File: src/charset_table_to_utf8_decoder_macros.svh
// ----------------------------------------------------------------------------
// Assertion macros for the charset decoder
// Each macro expands to one labeled concurrent assertion, clocked on clk and
// disabled while arst_n is low.
// ----------------------------------------------------------------------------
`ifndef CHARSET_TABLE_TO_UTF8_DECODER_MACROS_SVH
`define CHARSET_TABLE_TO_UTF8_DECODER_MACROS_SVH

// same-cycle implication
`define CTUD_ASSERT(lbl, ante, cons, msg) \
	lbl: assert property (@(posedge clk) disable iff (!arst_n) (ante) |-> (cons)) \
		else $error(msg);

// next-cycle implication
`define CTUD_ASSERT_NEXT(lbl, ante, cons, msg) \
	lbl: assert property (@(posedge clk) disable iff (!arst_n) (ante) |=> (cons)) \
		else $error(msg);

`endif

File: src/ctud_ram.sv
// ----------------------------------------------------------------------------
// ctud_ram
// Generic simple dual-port RAM, one write and one registered read port.
// ----------------------------------------------------------------------------
`default_nettype none

module ctud_ram #(
	parameter int WIDTH = 8,
	parameter int DEPTH = 256,
	localparam int AW = $clog2(DEPTH)
) (
	input  wire logic             clk,
	input  wire logic             we,
	input  wire logic [AW-1:0]    waddr,
	input  wire logic [WIDTH-1:0] wdata,
	input  wire logic             re,
	input  wire logic [AW-1:0]    raddr,
	output logic      [WIDTH-1:0] rdata
);

	logic [WIDTH-1:0] mem [DEPTH];

	always_ff @(posedge clk) begin
		if (we)
			mem[waddr] <= wdata;
		if (re)
			rdata <= mem[raddr];
	end

endmodule

`default_nettype wire

File: config.mk
export PLATFORM = sky130hd
export DESIGN_NAME = ctud_ram
export DESIGN_NICKNAME = d
export VERILOG_FILES = /design/src/charset_table_to_utf8_decoder_macros.svh /design/src/ctud_ram.sv
export SDC_FILE = /design/constraint.sdc
export NUM_CORES = 2
export LEC_CHECK = 0
export BUFFER_PORTS_ARGS = -buffer_cell sky130_fd_sc_hd__clkbuf_2
export CAP_MARGIN = 10
export CORE_AREA = 3 3 425 427
export DETAILED_ROUTE_END_ITERATION = 6
export DIE_AREA = 0 0 428 430
export GPL_ROUTABILITY_DRIVEN = 0
export GPL_TIMING_DRIVEN = 1
export PLACE_DENSITY_LB_ADDON = 0.3
export SYNTH_ARGS = -nofsm -noshare
export SYNTH_HDL_FRONTEND = slang
export SYNTH_SLANG_ARGS = --single-unit
File: constraint.sdc
create_clock -name clk -period 2.2 [get_ports clk]
set_input_delay 0.33 -clock clk [delete_from_list [all_inputs] [get_ports clk]]
set_output_delay 0.33 -clock clk [all_outputs]
set_load 0.02 [all_outputs]
==> qor.txt <==
Sequential area share after synthesis -> 77.53%
Flops & latches, synth -> 2056
Combinational Power Share -> 5.8%
Cell area after synthesis -> 79640 sq um
Mean routed wirelength per cell -> 29.24 um
Postcts setup bufs -> 0
R2R Setup Slk -> -0.19 ns
Met2 GRT Util -> 35.46%
Setup crit end kind -> flip-flop
EDFF count, synth -> 2056
Final Hold Fails -> 0
Core area -> 176500 sq um
HP Start -> wdata[6]
Clock skew -> 0.05345 ns
# rows -> 154
Crit path buf inv count -> 1
Fraction of registers with async set/reset -> 0%
Peak Freq -> 0.4180 GHz
GRT met1 Usage -> 31.46%
FF-to-FF path depth -> 7
FF-to-FF Start -> mem[255][2]
Worst-case headroom to the max-slew limit -> 26.81%
Slew Limit Fails -> 0
Maxcap violations -> 0
Leak -> 0.03092 uW
Cell depth of the worst hold path -> 1
Sw Pwr -> 17550 uW
HP Class -> in -> reg
Crit-path cells -> mux2i_1, o221ai_1, a21oi_1, nor3_1, buf_4, nor4_1, nor4_2
Ys flop type -> edfxtp_1
Power Density -> 864.7 nW/um^2
Met3 Track Usage GR -> 4.041%
Clock power frac -> 41.7%
Largest net degree at the start of global routing -> 89
Sw frac -> 21.31%
Total wire length -> 204500 um
CP Class -> reg -> reg
Clock sinks -> 2056
Worst skew pair latency -> 0.85 ns
Number of I/O pins -> 35
DR pass1 iterations -> 5
ANT nets after route -> 0
Post-Synthesis Cells -> 3733
Clock-pin slew on the worst setup and hold paths -> 0.07 ns
Startpoint types -> flip-flop
Starting density of the core -> 45.12%
Sequential Power Share -> 52.5%
Hold EP -> mem[154][6]
Peak VDD IR -> 0.7161 mV
Total power -> 82340 uW
Detailed placer's ending HPWL -> 134000 um
Least-Margin Pin Slew -> 1.089 ns
WP data required -> 2.89 ns
First-pass GRT wire length -> 297900 um
Net count after synthesis -> 3760
Outcome -> finished with violations
Remaining DRCs -> 0
Fraction of layout cells with a size suffix above 1 -> 34.19%
RSZ-0062 raised after global routing -> true
CTS Buf Count -> 201
CP arrival -> 3.08 ns
Worst path max stage delay -> 0.88 ns
1st-iter DRT viols -> 5052
Synth Area per Inst -> 21.33 sq um
H-tree depth -> 4
Final Setup Violations -> 6
DIE AREA -> 184000 sq um
Failing checks -> setup timing
DIE HEIGHT -> 430 um
Internal power -> 64790 uW
Vias in the first global route -> 41511
Clock Tree Root -> clkbuf_16
GRT busiest layer -> met2
CTS max path bufs -> 3
Delay-heaviest family, CP -> simple AND/OR/NAND/NOR gates
Tmin final -> 2.393 ns
Final WS setup -> -0.1925 ns
DR vias/cell -> 5.901
Yosys warnings -> 0
Area Overhead vs Synth -> 19.58%
PortBufs -> 34
Period utilisation layout -> 108.8%
Post-layout nets -> 4512
Width of the chip -> 428 um
Synth cell types -> 54
GR Overflow Total -> 0
Vias -> 41270
Highest net fanout along the worst path -> 2
R2R Path End -> rdata[2]
Total track usage -> 22.30%
Slowest-stage cell, CP -> nor3_1
Antenna violations before repair -> 9
Setup TNS Final -> -0.7100 ns
TritonCTS clock tree -> built
-- stage by stage --
stage	instances	instance area, sq um	utilization [%]	hold slack [ns]	setup WS (ns)
floorplan	3733	79920	-	0.4289	-0.08740
global placement	6617	88160	49.95	0.7410	-1.129
detailed placement	6617	88160	49.95	0.7427	-1.138
CTS	6988	95070	53.86	0.03462	-0.2821
global route	6991	95220	53.95	0.08023	-0.2155
finish	6994	95230	53.95	0.08104	-0.1925
-- cells by family after synthesis --
family | count (synthesis) | share of synthesized area, %
simple gates | 466 | 2.625
mux | 591 | 14.60
compound gates | 385 | 3.416
flops | 2056 | 77.53
buf+inv | 235 | 1.829
-- how the worst max path moves through the flow --
stage	from	endpoint	slack, ns	cells past startpoint
after detailed placement	raddr[0]	rdata[1]	-1.14	12
after floorplan	raddr[0]	rdata[0]	-0.09	9
after global routing	mem[139][2]	rdata[2]	-0.22	7
after CTS	mem[128][2]	rdata[2]	-0.28	7
final	mem[255][2]	rdata[2]	-0.19	7
after global placement	raddr[0]	rdata[1]	-1.13	12
-- synth_stat cells (13+ instances only) --
| cell type | instances | area share (%) |
|---|---|---|
| nor4_1 | 24 | 0.19 |
| clkbuf_1 | 111 | 0.52 |
| buf_2 | 31 | 0.19 |
| o22ai_1 | 28 | 0.22 |
| buf_4 | 27 | 0.25 |
| mux4_2 | 454 | 13 |
| edfxtp_1 | 2056 | 78 |
| a221oi_1 | 13 | 0.14 |
| mux2i_1 | 134 | 1.7 |
| nand3_1 | 34 | 0.21 |
| nor2_1 | 282 | 1.3 |
| a22oi_1 | 133 | 1.3 |
| a211oi_1 | 16 | 0.15 |
| nand2_1 | 33 | 0.16 |
| o221ai_1 | 46 | 0.51 |
| buf_6 | 21 | 0.30 |
| buf_8 | 13 | 0.25 |
| a21oi_1 | 96 | 0.60 |
| nor3_1 | 22 | 0.14 |
| nor2b_1 | 31 | 0.24 |
| buf_1 | 22 | 0.10 |
-- flip-flops by register name, summed over array words and instances (netlist names) --
name   cells
mem     2048
rdata      8
-- cell usage in the layout, fill, tap and decap left out, drive strengths merged, types with 10 or more instances in the layout --
cell type | Yosys | routed
mux2i | 134 | 134
mux4 | 456 | 456
nand3 | 34 | 34
a221oi | 14 | 14
clkbuf | 111 | 262
o21ai | 12 | 12
a21oi | 96 | 96
nor2 | 282 | 282
buf | 122 | 751
a22oi | 133 | 133
nor2b | 31 | 31
nor4 | 27 | 27
nor3 | 22 | 22
clkinvlp | 0 | 13
nand4 | 10 | 10
edfxtp | 2056 | 2056
o221ai | 47 | 47
o22ai | 28 | 28
clkinv | 1 | 84
a211oi | 16 | 16
nand2 | 33 | 33
o211ai | 10 | 10
bufinv | 0 | 23
-- repair_timing --
| action | in CTS | in global routing |
|---|---|---|
| gates resized for setup | 41 | 25 |
| pin swaps | 23 | 15 |
| hold buffers | 8 | 0 |
| hold endpoints to repair | 319 | 0 |
| endpoints found under the setup margin | 8 | 8 |
-- routing by layer --
metal / share of wire (%) / up-vias
li1: - / 17219
met1: 40 / 21895
met2: 48 / 1841
met3: 8.4 / 315
met4: 3.1 / 0
met5: 0 / -
-- cell type report --
| type | count | area, sq um |
|---|---|---|
| Fill cell | 13543 | 81270 |
| Antenna cell | 6 | 15.01 |
| Multi-Input combinational cell | 1442 | 16890 |
| Clock inverter | 127 | 1408 |
| Sequential cell | 2056 | 61740 |
| Clock buffer | 239 | 5215 |
| Inverter | 2 | 7.507 |
| Timing Repair Buffer | 782 | 7027 |
| Tap cell | 2340 | 2928 |
-- worst reg2reg max path: cells and delay by family (launching register included) --
family / cells / cell delay (ns)
and+or+nand+nor: 3 / 1.16
AOI/OAI and AO/OA: 2 / 0.43
muxes: 1 / 0.08
buffers and inverters: 1 / 0.25
DFF: 1 / 0.33
-- power groups by stage --
| stage | combinational [uW] | clock (uW) | sequential [uW] |
|---|---|---|---|
| 2_1_floorplan | 2160 | 0 | 44100 |
| 3_3_place_gp | 4580 | 0 | 44100 |
| 3_5_place_dp | 4630 | 0 | 44100 |
| 4_1_cts | 4720 | 34900 | 43300 |
| 5_1_grt | 4980 | 36500 | 43200 |
| 6_report | 4740 | 34300 | 43300 |
(Power assumes the default switching activity.)
