==> src/charset_table_to_utf8_decoder_macros.svh <==
// ----------------------------------------------------------------------------
// Assertion macros for the charset decoder
// Each macro expands to one labeled concurrent assertion, clocked on clk and
// disabled while arst_n is low.
// ----------------------------------------------------------------------------
`ifndef CHARSET_TABLE_TO_UTF8_DECODER_MACROS_SVH
`define CHARSET_TABLE_TO_UTF8_DECODER_MACROS_SVH

// same-cycle implication
`define CTUD_ASSERT(lbl, ante, cons, msg) \
	lbl: assert property (@(posedge clk) disable iff (!arst_n) (ante) |-> (cons)) \
		else $error(msg);

// next-cycle implication
`define CTUD_ASSERT_NEXT(lbl, ante, cons, msg) \
	lbl: assert property (@(posedge clk) disable iff (!arst_n) (ante) |=> (cons)) \
		else $error(msg);

`endif

==> src/ctud_pkg.sv <==
// ----------------------------------------------------------------------------
// ctud_pkg
// Shared constants, types and helpers of the charset to UTF-8 decoder.
// ----------------------------------------------------------------------------
`default_nettype none

package ctud_pkg;

	localparam int NUM_MAPS    = 3;
	localparam int ENTRY_BYTES = 16;
	localparam int NUM_CODES   = 256;

	// field widths
	localparam int MAP_W  = 2;
	localparam int CODE_W = 8;
	localparam int POS_W  = 4;
	localparam int CNT_W  = 17;
	localparam int CFG_IDX_W = 1;

	localparam int ROWS    = NUM_MAPS * NUM_CODES;
	localparam int ROW_W   = $clog2(ROWS);
	localparam int ENTRY_W = ENTRY_BYTES * 8;
	localparam int LEN_W   = $clog2(ENTRY_BYTES);

	localparam logic [CNT_W-1:0] CAP_RESET = CNT_W'(4096);

	// configuration register indexes
	localparam logic [CFG_IDX_W-1:0] CFG_MAP_SELECT   = CFG_IDX_W'(0);
	localparam logic [CFG_IDX_W-1:0] CFG_OUT_CAPACITY = CFG_IDX_W'(1);

	// output characters
	localparam logic [7:0] CH_TAB    = 8'h09;
	localparam logic [7:0] CH_LF     = 8'h0a;
	localparam logic [7:0] CH_SPACE  = 8'h20;
	localparam logic [7:0] CH_HYPHEN = 8'h2d;
	localparam logic [7:0] CH_QMARK  = 8'h3f;

	// device codes
	localparam logic [7:0] DEV_CR        = 8'h0d;
	localparam logic [7:0] DEV_DROP_A4   = 8'ha4;
	localparam logic [7:0] DEV_DROP_A7   = 8'ha7;
	localparam logic [7:0] DEV_DROP_8F   = 8'h8f;
	localparam logic [7:0] DEV_SPACE_81  = 8'h81;
	localparam logic [7:0] DEV_SPACE_A1  = 8'ha1;
	localparam logic [7:0] DEV_TAB_8D    = 8'h8d;
	localparam logic [7:0] DEV_TAB_A3    = 8'ha3;
	localparam logic [7:0] DEV_HYPHEN_AD = 8'had;
	localparam logic [7:0] DEV_ESC       = 8'hb0;
	localparam logic [7:0] DEV_CTRL_LO   = 8'ha1;
	localparam logic [7:0] DEV_CTRL_HI   = 8'hbf;

	typedef enum logic [1:0] {
		ESC_NORMAL,
		ESC_PENDING,
		ESC_CLOSE
	} esc_t;

	typedef enum logic [1:0] {
		ST_IDLE,
		ST_RUN,
		ST_TWR
	} seq_state_t;

	typedef logic [ENTRY_BYTES-1:0][7:0] entry_t;

	// one run of output bytes handed to the emitter
	typedef struct packed {
		logic             valid;
		logic [LEN_W-1:0] len;
		entry_t           bytes;
	} run_t;

	function automatic logic [ROW_W-1:0] row_addr(input logic [MAP_W-1:0] m,
	                                               input logic [CODE_W-1:0] c);
		return ROW_W'(m) * ROW_W'(NUM_CODES) + ROW_W'(c);
	endfunction

	// bytes before the first zero, at most ENTRY_BYTES-1
	function automatic logic [LEN_W-1:0] entry_len(input entry_t e);
		logic [LEN_W-1:0] n;
		logic             done;
		n    = LEN_W'(ENTRY_BYTES - 1);
		done = 1'b0;
		for (int i = 0; i < ENTRY_BYTES - 1; i++) begin
			if (!done && e[i] == 8'h00) begin
				n    = LEN_W'(i);
				done = 1'b1;
			end
		end
		return n;
	endfunction

endpackage

`default_nettype wire

==> src/ctud_if.sv <==
// ----------------------------------------------------------------------------
// ctud channel interfaces
// Valid/ready channels for device bytes in and UTF-8 bytes out.
// ----------------------------------------------------------------------------
`default_nettype none


interface ctud_utf8_if;
	logic       valid;
	logic       ready;
	logic [7:0] out_byte;
	logic       end_of_run;

	modport source (output valid, out_byte, end_of_run, input ready);
	modport sink (input valid, out_byte, end_of_run, output ready);
endinterface

`default_nettype wire

==> src/ctud_emit.sv <==
// ----------------------------------------------------------------------------
// ctud_emit
// Output stage: holds one run of up to ENTRY_BYTES-1 bytes and sends it one
// byte per transfer, flagging the last byte of the run.
// ----------------------------------------------------------------------------
`default_nettype none

module ctud_emit (
	input  wire logic            clk,
	input  wire logic            arst_n,
	input  wire ctud_pkg::run_t  run,
	output logic                 run_ready,
	ctud_utf8_if.source          utf8_ch
);

	logic [ctud_pkg::LEN_W-1:0] cnt_q;
	ctud_pkg::entry_t           bytes_q;
	logic                       xfer;

	assign xfer      = utf8_ch.valid && utf8_ch.ready;
	// a new run may load as the last byte of the current one leaves
	assign run_ready = (cnt_q == '0) || (cnt_q == ctud_pkg::LEN_W'(1) && utf8_ch.ready);

	assign utf8_ch.valid      = (cnt_q != '0);
	assign utf8_ch.out_byte   = bytes_q[0];
	assign utf8_ch.end_of_run = (cnt_q == ctud_pkg::LEN_W'(1));

	always_ff @(posedge clk or negedge arst_n) begin
		if (!arst_n) begin
			cnt_q <= '0;
		end else if (run.valid && run_ready) begin
			cnt_q <= run.len;
		end else if (xfer) begin
			cnt_q <= cnt_q - ctud_pkg::LEN_W'(1);
		end
	end

	always_ff @(posedge clk) begin
		if (run.valid && run_ready) begin
			bytes_q <= run.bytes;
		end else if (xfer) begin
			bytes_q <= {8'h00, bytes_q[ctud_pkg::ENTRY_BYTES-1:1]};
		end
	end

endmodule

`default_nettype wire

==> src/flat_wrapper.sv <==
// flat-port wrapper written by rule: the top's interface ports become plain ports
module ctud_emit_flat 
  (clk, arst_n, run, run_ready, utf8_ch_valid, utf8_ch_out_byte, utf8_ch_end_of_run, utf8_ch_ready);
  ctud_utf8_if utf8_ch_i ();
  input  wire logic clk;
  input  wire logic arst_n;
  input  wire ctud_pkg::run_t run;
  output logic run_ready;
  output wire logic [$bits(utf8_ch_i.valid)-1:0] utf8_ch_valid;
  output wire logic [$bits(utf8_ch_i.out_byte)-1:0] utf8_ch_out_byte;
  output wire logic [$bits(utf8_ch_i.end_of_run)-1:0] utf8_ch_end_of_run;
  input wire logic [$bits(utf8_ch_i.ready)-1:0] utf8_ch_ready;
  assign utf8_ch_valid = utf8_ch_i.valid;
  assign utf8_ch_out_byte = utf8_ch_i.out_byte;
  assign utf8_ch_end_of_run = utf8_ch_i.end_of_run;
  assign utf8_ch_i.ready = utf8_ch_ready;
  ctud_emit u_core (.clk(clk), .arst_n(arst_n), .run(run), .run_ready(run_ready), .utf8_ch(utf8_ch_i));
endmodule
==> config.mk <==
export PLATFORM = sky130hd
export DESIGN_NAME = ctud_emit_flat
export DESIGN_NICKNAME = d
export VERILOG_FILES = /design/src/charset_table_to_utf8_decoder_macros.svh /design/src/ctud_pkg.sv /design/src/ctud_if.sv /design/src/ctud_emit.sv /design/src/flat_wrapper.sv
export SDC_FILE = /design/constraint.sdc
export NUM_CORES = 1
export LEC_CHECK = 0
export BUFFER_PORTS_ARGS = -buffer_cell sky130_fd_sc_hd__buf_2
export CORE_MARGIN = 3
export CORE_UTILIZATION = 45
export DETAILED_ROUTE_END_ITERATION = 7
export GPL_TIMING_DRIVEN = 0
export PLACE_DENSITY = 0.67
export SLEW_MARGIN = 10
export SYNTH_ARGS = -nofsm -noshare
export SYNTH_HDL_FRONTEND = slang
export SYNTH_SLANG_ARGS = --single-unit
==> constraint.sdc <==
create_clock -name clk -period 2.7 [get_ports clk]
set_input_delay 0.405 -clock clk [delete_from_list [all_inputs] [get_ports clk]]
set_output_delay 0.405 -clock clk [all_outputs]
set_load 0.03 [all_outputs]
==> flow_metrics.env <==
export IMPL_route_met3_wl_um=812
export IMPL_path_cells="inv_1 > ha_1 > nor3b_2 > mux2_8 > buf_16 > o22ai_1 > a31oi_1"
export IMPL_synthTopCellsByArea="edfxtp_1 (66%), nand2_1 (23%), buf_6 (2.1%)"
export IMPL_start_util_pct=47.2
export IMPL_tns_ns=0
export IMPL_grt_pass1_wl_um=19100
export IMPL_post_synth_cell_area_avg_um2=10.3
export IMPL_preCtsSetupSlack_ns=0.394
export IMPL_cts_resized_gates=0
export IMPL_routedWlPerCell_um=12.9
export IMPL_gp_congestion=0.820
export IMPL_ys_seq_elements=132
export IMPL_fin_area_mm2=0.00733
export IMPL_die_h_um=120
export IMPL_overflow=0
export IMPL_top_layer_used="met4"
export IMPL_setup_slack_ns=0.428
export IMPL_cpMaxStageDelayCell="mux2_8"
export IMPL_grt_pass1_vias=4176
export IMPL_endpoint_kind="flop"
export IMPL_drc_errors=0
export IMPL_num_rows=40
export IMPL_yosysUniqueCellTypes=25
export IMPL_cp_required_ns=3.03
export IMPL_drtAntennaViolNets=0
export IMPL_htree_levels=4
export IMPL_combPwrFrac_pct=18.3
export IMPL_fp_coreArea_mm2=0.0124
export IMPL_ys_seq_area_share_pct=67.6
export IMPL_finalSetupViolCount=0
export IMPL_max_slew_worst_pin_slew_ns=0.483
export IMPL_ctsRootBufferMaster="clkbuf_16"
export IMPL_yosysTopAreaCell="edfxtp_1"
export IMPL_track_usage_pct=17.2
export IMPL_hpwl_um=8630
export IMPL_syn_cell_area_mm2=0.00584
export IMPL_path_buf_inv=2
export IMPL_via_per_inst=4.65
export IMPL_fin_crit_sh_pct=84.1
export IMPL_clock_latency_ns=0.41
export IMPL_peakVddDrop_v=0.000413
export IMPL_port_buffers=146
export IMPL_p_sw_share_pct=26.5
export IMPL_p_total_mw=6.00
export IMPL_dieArea_mm2=0.0144
export IMPL_cp_slowest_stage_delay_ns=0.52
export IMPL_dieWidth_um=120
export IMPL_min_path_type="primary input to flop"
export IMPL_fmax_mhz=440
export IMPL_drive_gt1_share_pct=27.8
export IMPL_antenna_found_initial=1
export IMPL_cts_buffers=17
export IMPL_powerDensity_mw_per_mm2=818
export IMPL_num_vias=4270
export IMPL_cts_tree="yes"
export IMPL_pin_count=147
export IMPL_slew_headroom_pct=67.8
export IMPL_placed_area_mm2=0.00682
export IMPL_maxSlewViolCount=0
export IMPL_crit_fanout=76
export IMPL_area_delta_synth_final_pct=25.6
export IMPL_hold_slack_ns=0.249
export IMPL_internal_power_mw=4.41
export IMPL_grt_max_degree=77
export IMPL_clk_path_buf_depth=2
export IMPL_postCtsSetupBuffers=0
export IMPL_switchingPower_mw=1.59
export IMPL_max_cap_violations=0
export IMPL_m1WireLength_um=4980
export IMPL_cp_top_family="multiplexers"
export IMPL_drt_iter0_drc=339
export IMPL_clock_sinks=132
export IMPL_worst_setup_path_start_kind="flop"
export IMPL_power_frac_clock_pct=32.3
export IMPL_path_class="flop to flop"
export IMPL_rsz0062_at_grt="no"
export IMPL_clk_pin_slew_ns=0.06
export IMPL_outcome="finished clean"
export IMPL_arrival_ns=2.60
export IMPL_hold_violations=0
export IMPL_synth_fp_nets=708
export IMPL_totalWireLength_um=11900
export IMPL_finClkSkew_ns=0.00660
export IMPL_pwr_share_seq_pct=49.4
export IMPL_yosysWarnings=0
export IMPL_p_leak_nw=3.45
export IMPL_netlist_instances=569
export IMPL_nNetsFinal=875
export IMPL_period_needed_ns=2.27
export IMPL_met2_length_um=5900
export IMPL_synth_top_area_share_pct=65.9
export IMPL_dr_pass1_iters=5
[flip-flops by register name (all words and copies together) (netlist names)]
name	count
u_core.cnt_q	4
u_core.bytes_q	120
u_core.utf8_ch.out_byte	8
[tightest hold or removal path, delay by kind of cell]
kind                   cells  cell delay [ns]
and+or+nand+nor            2             0.08
buffers and inverters      1             0.07
[cells by family (layout without fill, tap and decap cells)]
logic type      Yosys count  after routing  synth area share [%]
compound gates           10             10                 0.986
fa+ha+maj                 3              3                 0.643
buf+inv                  43            223                  5.25
flops                   132            132                  67.6
mux                       2              2                 0.429
other cells               0              1                     0
simple gates            379            379                  25.1
[power groups by stage]
stage | Combinational, mW | Clock (mW) | Sequential, mW
2_1_floorplan | 0.775 | 0 | 2.96
6_report | 1.10 | 1.94 | 2.96
3_3_place_gp | 1.06 | 0 | 3.00
4_1_cts | 1.12 | 1.97 | 2.97
5_1_grt | 1.26 | 2.07 | 3.00
3_5_place_dp | 1.11 | 0 | 3.01
[cells in the final DEF (no fill, tap or decap), types with 2 or more instances in the layout]
master	synthesis	layout
nand2_1	364	364
buf_2	14	160
edfxtp_1	128	128
clkbuf_16	0	17
buf_6	11	11
and2_1	9	9
buf_4	9	9
clkinv_1	0	7
inv_1	6	6
clkinvlp_4	0	5
clkbuf_1	2	4
dfrtp_1	4	4
o21ai_0	3	3
ha_1	3	3
a21oi_1	2	2
a22oi_1	2	2
[Yosys cell counts, drive strengths merged]
master  instances
edfxtp        128
nor2            2
buf            35
nor3            1
and2            9
a21oi           2
mux2i           1
inv             6
o21ai           4
ha              3
nor3b           1
clkbuf          2
nand2         364
o22ai           1
dfrtp           4
mux2            1
a31oi           1
a22oi           2
and3b           1
nand3b          1
[final cells by class]
type,instances,area [um2]
diodes,1,2.50
plain buffers,37,284
clock buffers,19,433
clock inverters,13,68.8
fillers,1070,5030
inverters,6,22.5
multi-input cells,394,1600
flip-flops and latches,132,3940
well taps,168,210
repair buffers,148,768
[stage by stage]
stage                     util (%)  cells
after floorplan                  -    569
after global placement        54.8    883
after detailed placement      55.1    884
after CTS                     59.3    917
after global routing          59.3    918
final                         59.3    918
[metal layers]
metal  GRT usage [%]  vias up
met4            7.52        0
li1                -     2167
met5               0        -
met1            21.7     1943
met3            4.85       13
met2            27.8      147
[path summary, 6_finish.rpt]
path                                         startpoint                                    to  slack [ns]  cells after the start
min reg2reg                u_core.bytes_q[10]$_DFFE_PP_  u_core.utf8_ch.out_byte[2]$_DFFE_PP_        0.51                      2
max in group asynchronous                        arst_n           u_core.cnt_q[3]$_DFFE_PN0P_        2.25                      2
max                         u_core.cnt_q[0]$_DFFE_PN0P_           u_core.cnt_q[0]$_DFFE_PN0P_        0.43                      7
max reg2reg                 u_core.cnt_q[0]$_DFFE_PN0P_           u_core.cnt_q[0]$_DFFE_PN0P_        0.43                      7
min in group asynchronous                        arst_n           u_core.cnt_q[2]$_DFFE_PN0P_        0.33                      2
min                                             run[50]          u_core.bytes_q[50]$_DFFE_PP_        0.25                      3
[timing repair]
| action | CTS | global route |
|---|---|---|
| endpoints found under the setup margin | 0 | 0 |
| hold endpoints to repair | 4 | 0 |
| hold buffers | 1 | 0 |
(Power assumes the default switching activity.)
